## config.mk

```make
export PLATFORM = sky130hd
export DESIGN_NAME = max_three_subarray_sum
export DESIGN_NICKNAME = d
export VERILOG_FILES = /design/src/rtl/mtss_pkg.sv /design/src/rtl/max_three_subarray_sum.sv /design/src/rtl/mtss_lane.sv
export SDC_FILE = /design/constraint.sdc
export NUM_CORES = 2
export LEC_CHECK = 0
export ABC_AREA = 1
export CORE_ASPECT_RATIO = 0.5
export CORE_UTILIZATION = 47
export CTS_CLUSTER_SIZE = 24
export DETAILED_ROUTE_END_ITERATION = 8
export DONT_BUFFER_PORTS = 1
export HOLD_SLACK_MARGIN = 0.06
export MAX_ROUTING_LAYER = met4
export PLACE_DENSITY = 0.59
export SLEW_MARGIN = 20
export SYNTH_ARGS = -nofsm -noshare
export SYNTH_HDL_FRONTEND = slang
export SYNTH_SLANG_ARGS = --single-unit
```

## constraint.sdc

```tcl
create_clock -name aclk -period 10.28 [get_ports aclk]
set_input_delay 0.514 -clock aclk [delete_from_list [all_inputs] [get_ports aclk]]
set_output_delay 0.514 -clock aclk [all_outputs]
set_load 0.005 [all_outputs]
```

## src/rtl/mtss_pkg.sv

```systemverilog
// shared types, constants and the saturating adder for the three-run maximum sum block
// no dependencies
package mtss_pkg;

    localparam int SUM_WIDTH = 64;

    typedef logic signed [SUM_WIDTH-1:0] sum_t;

    localparam sum_t SUM_MAX = {1'b0, {(SUM_WIDTH-1){1'b1}}};
    localparam sum_t SUM_MIN = {1'b1, {(SUM_WIDTH-1){1'b0}}};

    // per-lane control from the item counter
    typedef struct packed {
        logic enable;      // lane has enough items to hold a value after this one
        logic self_valid;  // lane held a value before this item
    } lane_ctrl_t;

    function automatic sum_t sat_add(input sum_t x, input sum_t y);
        sum_t s;
        s = x + y;
        if ((x[SUM_WIDTH-1] == y[SUM_WIDTH-1]) && (s[SUM_WIDTH-1] != x[SUM_WIDTH-1])) begin
            s = x[SUM_WIDTH-1] ? SUM_MIN : SUM_MAX;
        end
        return s;
    endfunction

endpackage

```

## src/rtl/max_three_subarray_sum.sv

```systemverilog
// top level of the streaming maximum total of K disjoint ordered runs
// depends on mtss_pkg and mtss_lane

// Takes one signed sample per transfer on the s_axis stream, tlast marking the end of a
// sequence, and on that last sample gives one result on m_axis: the greatest total of K
// non-empty, non-overlapping, ordered contiguous runs (tdata, signed 64 bits, sums
// saturate) and a flag in tuser that is 1 only if the sequence held at least K samples
// (tdata is 0 otherwise). A new sample is taken every cycle unless a last sample is
// stalled; the K lanes of the recurrence update their state registers once per sample,
// and that feedback loop sets the rate. Only a last sample can stall: it waits in the
// input register while the output register holds a result that has not yet been
// transferred. A sample is held in the input register until it is consumed; an ordinary
// sample is then folded into the state, while a last sample is folded into the result
// in the output register, and the state clears after each last sample.
module max_three_subarray_sum
    import mtss_pkg::*;
#(
    parameter int K            = 3,
    parameter int SAMPLE_WIDTH = 32,
    localparam int SDATA_W     = ((SAMPLE_WIDTH + 7) / 8) * 8,
    localparam int CNT_W       = $clog2(K + 1)
) (
    input  logic               aclk,
    input  logic               aresetn,
    input  logic               s_axis_tvalid,
    output logic               s_axis_tready,
    input  logic [SDATA_W-1:0] s_axis_tdata,   // sample
    input  logic               s_axis_tlast,   // last
    output logic               m_axis_tvalid,
    input  logic               m_axis_tready,
    output logic [SUM_WIDTH-1:0] m_axis_tdata, // best_sum
    output logic [0:0]         m_axis_tuser    // valid_res
);

    logic [SAMPLE_WIDTH-1:0] in_sample_reg;
    logic                    in_last_reg;
    logic                    in_valid_reg;

    sum_t end_reg   [K];
    sum_t prefix_reg[K];
    sum_t end_next   [K];
    sum_t prefix_next[K];
    logic [CNT_W-1:0] count_reg;
    logic [CNT_W-1:0] count_next;

    logic               out_valid_reg;
    logic [SUM_WIDTH-1:0] out_sum_reg;
    logic               out_flag_reg;

    logic out_free;
    logic in_consume;
    sum_t sample_ext;

    assign out_free      = !out_valid_reg || m_axis_tready;
    assign in_consume    = in_valid_reg && (!in_last_reg || out_free);
    assign s_axis_tready = !in_valid_reg || in_consume;

    assign sample_ext = {{(SUM_WIDTH-SAMPLE_WIDTH){in_sample_reg[SAMPLE_WIDTH-1]}},
                         in_sample_reg};

    always_ff @(posedge aclk) begin
        if (!aresetn) begin
            in_valid_reg <= 1'b0;
        end else if (s_axis_tready) begin
            in_valid_reg <= s_axis_tvalid;
        end
        if (s_axis_tready && s_axis_tvalid) begin
            in_sample_reg <= s_axis_tdata[SAMPLE_WIDTH-1:0];
            in_last_reg   <= s_axis_tlast;
        end
    end

    genvar j;
    generate
        for (j = 0; j < K; j++) begin : g_lane
            localparam logic [CNT_W:0] Runs = (CNT_W+1)'(j + 1);
            lane_ctrl_t ctrl;
            sum_t       start_base;

            // enable, then self_valid
            assign ctrl = {(({1'b0, count_reg} + (CNT_W+1)'(1)) >= Runs),
                           ({1'b0, count_reg} >= Runs)};

            if (j == 0) begin : g_first
                assign start_base = '0;
            end else begin : g_rest
                assign start_base = prefix_reg[j-1];
            end

            mtss_lane u_lane (
                .ctrl        (ctrl),
                .start_base  (start_base),
                .end_best    (end_reg[j]),
                .prefix_best (prefix_reg[j]),
                .sample      (sample_ext),
                .end_next    (end_next[j]),
                .prefix_next (prefix_next[j])
            );
        end
    endgenerate

    // saturating count of samples in the current sequence
    assign count_next = (count_reg < CNT_W'(K)) ? (count_reg + CNT_W'(1)) : count_reg;

    always_ff @(posedge aclk) begin
        if (!aresetn) begin
            count_reg <= '0;
            for (int i = 0; i < K; i++) begin
                end_reg[i]    <= '0;
                prefix_reg[i] <= '0;
            end
        end else if (in_consume) begin
            if (in_last_reg) begin
                count_reg <= '0;
                for (int i = 0; i < K; i++) begin
                    end_reg[i]    <= '0;
                    prefix_reg[i] <= '0;
                end
            end else begin
                count_reg <= count_next;
                for (int i = 0; i < K; i++) begin
                    end_reg[i]    <= end_next[i];
                    prefix_reg[i] <= prefix_next[i];
                end
            end
        end
    end

    always_ff @(posedge aclk) begin
        if (!aresetn) begin
            out_valid_reg <= 1'b0;
        end else if (in_consume && in_last_reg) begin
            out_valid_reg <= 1'b1;
        end else if (m_axis_tready) begin
            out_valid_reg <= 1'b0;
        end
        if (in_consume && in_last_reg) begin
            if (count_next >= CNT_W'(K)) begin
                out_sum_reg  <= prefix_next[K-1];
                out_flag_reg <= 1'b1;
            end else begin
                out_sum_reg  <= '0;
                out_flag_reg <= 1'b0;
            end
        end
    end

    assign m_axis_tvalid   = out_valid_reg;
    assign m_axis_tdata    = out_sum_reg;
    assign m_axis_tuser[0] = out_flag_reg;

endmodule

```

## src/rtl/mtss_lane.sv

```systemverilog
// one run-count lane of the recurrence: best total ending here and best total so far
// depends on mtss_pkg
module mtss_lane
    import mtss_pkg::*;
(
    input  lane_ctrl_t ctrl,
    input  sum_t       start_base,   // best total of one run fewer, or zero for the first lane
    input  sum_t       end_best,
    input  sum_t       prefix_best,
    input  sum_t       sample,
    output sum_t       end_next,
    output sum_t       prefix_next
);

    sum_t base;
    sum_t sum;

    always_comb begin
        base = start_base;
        // extend the run that ended at the previous item when that is better
        if (ctrl.self_valid && (end_best > base)) begin
            base = end_best;
        end
        sum = sat_add(base, sample);
        if (!ctrl.enable) begin
            end_next    = '0;
            prefix_next = '0;
        end else begin
            end_next    = sum;
            prefix_next = (ctrl.self_valid && (prefix_best > sum)) ? prefix_best : sum;
        end
    end

endmodule
```

Word level (Yosys, flattened, before mapping)
Memory sizes are Yosys's and may differ from the RTL's.
Index checks and enable logic that the tools add are counted.
{"block": "op_classes", "addsub": 5, "multipliers": 0, "div_mod_pow": 0, "order_cmp": 14, "n_eq_ne": 6, "shifts": 0, "n_mux": 44, "n_bitwise": 12, "reduce_logical": 19}
{"cell": "64-bit 2-to-1 mux", "count": 30}
{"cell": "64-bit > comparator", "count": 5}
{"cell": "64-bit by 32-bit adder with 64-bit output", "count": 3}
{"cell": "64-bit by 1-bit > comparator with 1-bit output, second input constant", "count": 1}
{"cell": "1-bit logical AND", "count": 12}
{"cell": "1-bit 2-to-1 mux", "count": 12}
{"cell": "1-bit bitwise OR", "count": 12}
{"cell": "2-bit >= comparator, second input constant", "count": 3}
{"cell": "3-bit by 2-bit >= comparator with 1-bit output, second input constant", "count": 2}
{"cell": "2-bit 2-to-1 mux", "count": 2}
{"cell": "2-bit by 1-bit adder with 3-bit output, second input constant", "count": 1}
{"cell": "1-bit == test", "count": 3}
{"cell": "3-bit by 1-bit >= comparator with 1-bit output, second input constant", "count": 1}
{"cell": "1-bit zero test", "count": 3}
{"cell": "1-bit logical OR", "count": 3}
{"cell": "1-bit != test", "count": 3}
{"cell": "2-bit by 1-bit adder with 2-bit output, second input constant", "count": 1}
{"cell": "2-bit by 1-bit >= comparator with 1-bit output, second input constant", "count": 1}
{"cell": "2-bit < comparator, second input constant", "count": 1}
{"cell": "2-bit nonzero test", "count": 1}
{"block": "word_totals", "reg_bits": 102, "latchBits": 0, "ramBits": 384, "rom_bits": 0, "inputBits": 37, "output_inout_bits": 67, "word_cells": 109, "mem_count": 2}
{"memory": "end_reg", "words": 3, "width": 64, "rd": 3, "rd_clocked_by_memory_dff": 0, "wr": 3, "line_no": "max_three_subarray_sum.sv:39", "text": "sum_t end_reg [K];"}
{"memory": "prefix_reg", "words": 3, "width": 64, "rd": 3, "rd_clocked_by_memory_dff": 0, "wr": 3, "line_no": "max_three_subarray_sum.sv:40", "text": "sum_t prefix_reg[K];"}

Depth between registers and ports, before layout
An unclocked memory read counts as a cell.
{"block": "depth", "depth_word": 13, "ltp_mapped": 59, "ltp_nobuf": 55}

Modules after synthesis
Synthesis repeated with hierarchy kept, for this count alone.
{"block": "unflattened", "hier_cells": 6617, "hier_area_um2": 48217.5}
{"module": "max_three_subarray_sum", "n_inst": 1, "cells_per_inst": 1467, "area_each_um2": 18900.6, "seq_area_each_um2": 14554.0}
{"module": "mtss_lane (g_lane[2].u_lane)", "n_inst": 1, "cells_per_inst": 1775, "area_each_um2": 10263.6, "seq_area_each_um2": 0.0}
{"module": "mtss_lane (g_lane[0].u_lane)", "n_inst": 1, "cells_per_inst": 1692, "area_each_um2": 9566.7, "seq_area_each_um2": 0.0}
{"module": "mtss_lane (g_lane[1].u_lane)", "n_inst": 1, "cells_per_inst": 1683, "area_each_um2": 9486.6, "seq_area_each_um2": 0.0}

Worst setup path before layout
No wires, ideal clock.
{"block": "synth_timing", "path_type": "input -> register", "startpoint": "input m_axis_tready", "endpoint": "memory prefix_reg[0][0] in the netlist's numbering (enable)", "setup_ns": 0.418, "arrival_time_ns": 8.369, "required_ns": 9.862, "setup_slack_ns": 1.494, "path_stages": 6, "n_path_buf": 0, "cell_sequence": "nor2_1 -> nand2_1 -> nand2_1 -> nand2_1 -> o21ai_0 -> inv_1"}
{"element": "start, declared", "line_no": "max_three_subarray_sum.sv:30", "text": "input logic m_axis_tready,"}
{"element": "end, declared", "line_no": "max_three_subarray_sum.sv:40"}

==> summary.md <==
| Metric | Value |
|---|---|
| Delay of the slowest cell on the worst path | `0.57 ns` |
| Number of buffer and inverter instances along the worst setup path | `8` |
| Post-place setup slack | `0.454 ns` |
| Post-route fraction of the period consumed by the critical path | `93.0%` |
| Total congestion overflow | `0` |
| Clock-pin slew on the worst setup and hold paths | `0.07 ns` |
| Mean post-synth cell area | `7.71 um^2` |
| Crit path launch | `prefix_reg[0][77]$_SDFFCE_PN0P_` |
| Startpoint of the worst hold path | `m_axis_tready` |
| TritonCTS Buffers | `48` |
| Number of primary I/O pins | `104` |
| Detailed-route DRC error count | `0` |
| Area grow syn2layout | `8.25%` |
| # fillers | `8293` |
| Class of the most critical setup path | `reg -> reg` |
| Setup violations, final | `0` |
| Detail-routed net length per standard cell | `21.9 um` |
| TritonCTS clock tree | `done` |
| Number of enable-type register cells in the synthesized netlist | `482` |
| Register-to-register setup slack | `0.72 ns` |
| Share of the core filled with cells in the final layout | `51.7%` |
| Static Leak | `20.8 nW` |
| Most used cell, CP | `nand2_1` |
| Switching share of power | `35.9%` |
| Synth cell types | `52` |
| Horizontal die dimension | `416 um` |
| Kind of capture point of the worst setup path | `register` |
| Std-Cell Core Area | `84400 um^2` |
| Fin Clk Skew | `0.0494 ns` |
| Routed vias/inst | `5.68` |
| Vias in the first global route | `34300` |
| Worst flop-to-flop path endpoint | `prefix_reg[0][152]$_SDFFCE_PN0P_` |
| H-Tree Depth | `2` |
| Clock Power Share | `30.4%` |
| Outcome | `finished clean` |
| Power Internal | `3.77 mW` |
| Total power density per cell area | `135 nW/um^2` |
| Worst skew pair latency | `0.65 ns` |
| Share of power burned in combinational logic | `28.7%` |
| Minimum setup slack in the final design | `0.723 ns` |
| Synthesis warning total | `0` |
| Hold Path Cell Cnt | `3` |
| Ratio of cells with drive above 1 in the final layout | `3.31%` |
| Sink Count | `486` |
| Tightest Hold Check Type | `in -> reg` |
| Number of vias in the routed layout | `36400` |
| Final number of hold-violating endpoints | `0` |
| Setup repair bufs after CTS | `0` |
| Combined area of all synthesized cells | `40300 um^2` |
| Dominant register cell in the synthesized netlist | `edfxtp_1` |
| Row count | `75` |
| Clock period minus final worst setup slack | `9.56 ns` |
| Pre-Repair DR Iteration Count | `6` |
| Worst vdd ir | `0.119 mV` |
| Starting DRC count in detailed routing | `3753` |
| Routability cong. | `0.990` |
| Critical Path Slowest Stage Cell | `nor4_2` |
| Worst max-slew margin expressed relative to the limit | `31.2%` |
| Die outline area | `87000 um^2` |
| Reg-to-reg critical path startpoint | `prefix_reg[0][77]$_SDFFCE_PN0P_` |
| Antenna violations before repair | `1` |
| Die extent in y | `209 um` |
| Detailed-placement wirelength estimate | `113000 um` |
| Maximum fanout encountered on the critical timing path | `45` |
| Net Count, Synth | `5778` |
| Flop and latch count out of synthesis | `486` |
| Seq/Total Area, Yosys | `36.1%` |
| Hold slack final | `0.148 ns` |
| Sw Pwr | `2.11 mW` |
| Clock Root Buffer | `clkbuf_16` |
| Count of input and output buffers | `0` |
| Final Max Tran Viols | `0` |
| Overall power consumption | `5.88 mW` |
| Summed negative setup slack over all endpoints | `0 ns` |
| Antenna Nets Post-Route | `0` |
| Sequential share of power | `40.9%` |
| Bufs on Longest Clock Path | `3` |
| Highest clock frequency the design can meet | `105 MHz` |
| Pin count of the biggest net entering global routing | `97` |
| Number of cells on the worst reg-to-reg path | `41` |
| Top delay family on crit path | `simple AND/OR/NAND/NOR gates` |
| Aggregate routed wire length | `140000 um` |
| Final nets | `5799` |
| Critical path required time | `10.75 ns` |
| Max-cap viol count | `0` |
| Unrepaired setup endpoints after global routing | `false` |
| Wire length of the first global-routing pass | `208000 um` |
| End point of the most critical hold path | `m_axis_tvalid$_SDFFE_PN0P_` |
| Initial standard-cell utilization of the core | `47.8%` |
| Tightest Pin Transition | `1.03 ns` |
| Ys async rst share | `0%` |
| Number of instances in the synthesized netlist | `5227` |
| Worst Setup Start Kind | `register` |
| Global-route usage over all layers | `32.7%` |
| Arrival time of the worst setup path | `10.03 ns` |
[area by class of cell]
| type | count | area [um^2] | share of cell area (%) |
|---|---|---|---|
| Sequential cell | 486 | 14600 | 33.4 |
| Clock buffer | 62 | 1270 | 2.92 |
| Multi-Input combinational cell | 3850 | 22400 | 51.4 |
| Timing Repair Buffer | 84 | 806 | 1.85 |
| Inverter | 778 | 2920 | 6.70 |
| Tap cell | 1116 | 1400 | 3.20 |
| Clock inverter | 26 | 230 | 0.528 |
| Antenna cell | 2 | 5.00 | 0.0115 |
[kinds of logic after synthesis]
| logic type | Yosys count | synth area share, % |
|---|---|---|
| compound gates | 1147 | 15.6 |
| xor+xnor | 154 | 3.35 |
| fa+ha+maj | 514 | 16.1 |
| buf+inv | 891 | 8.42 |
| flops | 486 | 36.1 |
| simple gates | 2035 | 20.5 |
[worst max-delay path by stage]
stage	to	cells past startpoint
6_report	prefix_reg[0][152]$_SDFFCE_PN0P_	41
5_1_grt	prefix_reg[0][152]$_SDFFCE_PN0P_	46
4_1_cts	prefix_reg[0][152]$_SDFFCE_PN0P_	41
3_5_place_dp	prefix_reg[0][150]$_SDFFCE_PN0P_	41
3_3_place_gp	m_axis_tdata[36]$_SDFFCE_PN0P_	39
2_1_floorplan	prefix_reg[0][0]$_SDFFCE_PN0P_	6
[worst register-to-register path, delay by kind of cell, from the launching register on]
family | cells | cell delay [ns]
adders and majority gates | 4 | 1.51
buffers and inverters | 8 | 1.58
DFF | 1 | 0.43
and+or+nand+nor | 19 | 3.93
AOI/OAI and AO/OA | 10 | 1.95
[power by group through the flow]
stage | clock, mW | combinational (mW) | sequential (mW)
2_1_floorplan | 0 | 1.13 | 2.39
3_3_place_gp | 0 | 1.62 | 2.44
3_5_place_dp | 0 | 1.64 | 2.44
4_1_cts | 1.81 | 1.66 | 2.40
5_1_grt | 1.87 | 1.89 | 2.41
6_report | 1.79 | 1.69 | 2.40
[synth_stat cells (all sizes together), types with 20 or more instances]
master / instances / share of area [%]
nand2: 881 / 8.3
nor2: 848 / 7.9
inv: 777 / 7.2
a21oi: 629 / 7.8
ha: 509 / 16
edfxtp: 482 / 36
o21ai: 287 / 3.6
nand3: 121 / 1.6
xor2: 83 / 1.8
clkbuf: 78 / 0.73
a31oi: 76 / 1.2
xnor2: 71 / 1.5
nand4: 64 / 0.99
nor3: 58 / 0.73
o21a: 41 / 0.76
buf: 35 / 0.44
nor4: 34 / 0.53
a21o: 23 / 0.43
o211ai: 22 / 0.41
or2: 20 / 0.31
[placed cells by master (no fill, tap or decap), types with 3 or more instances in the layout]
cell           count
nand3_4            3
clkinv_1           6
xnor2_1           71
o221ai_1          10
nor3_1            57
nand2_1          863
nor4_1            33
nand3_1          116
nand2_4            3
edfxtp_1         482
clkbuf_16         49
a211oi_1          12
o311ai_0           5
ha_1             509
nand4_1           64
inv_2              3
clkbuf_1          13
a21oi_1          628
buf_12             7
a221oi_1           5
a21o_1            23
nand2_2           15
or2_2             19
inv_1            773
fa_1               5
xor2_1            83
o2111ai_1          4
nor2_1           846
dlygate4sd3_1     35
o21a_1            40
clkinv_2          12
buf_4             42
a21boi_0           9
o21bai_1          15
dfxtp_1            3
o211ai_1          22
a31oi_1           76
o21ai_1           22
o21ai_0          264
[per-layer routing]
metal  vias up  track usage (%)  share of wire [%]
li1      17800                -                  -
met1     17100             50.5                 50
met2      1361             42.0                 37
met3       180             7.64                 10
met4         0             7.30                2.3
met5         -                -                  0
[repair_timing]
| action | CTS | global route |
|---|---|---|
| hold buffers | 35 | 0 |
| hold endpoints to repair | 36 | 0 |
| endpoints found under the setup margin | 0 | 92 |
| gates resized for setup | 0 | 1 |
[stage by stage]
stage               area, um^2  std cells
finish                   43600       6404
global route             43600       6403
CTS                      43600       6402
detailed placement       41700       6279
global placement         41700       6279
floorplan                40300       5227
No activity file was read; power rests on OpenSTA's default activity.
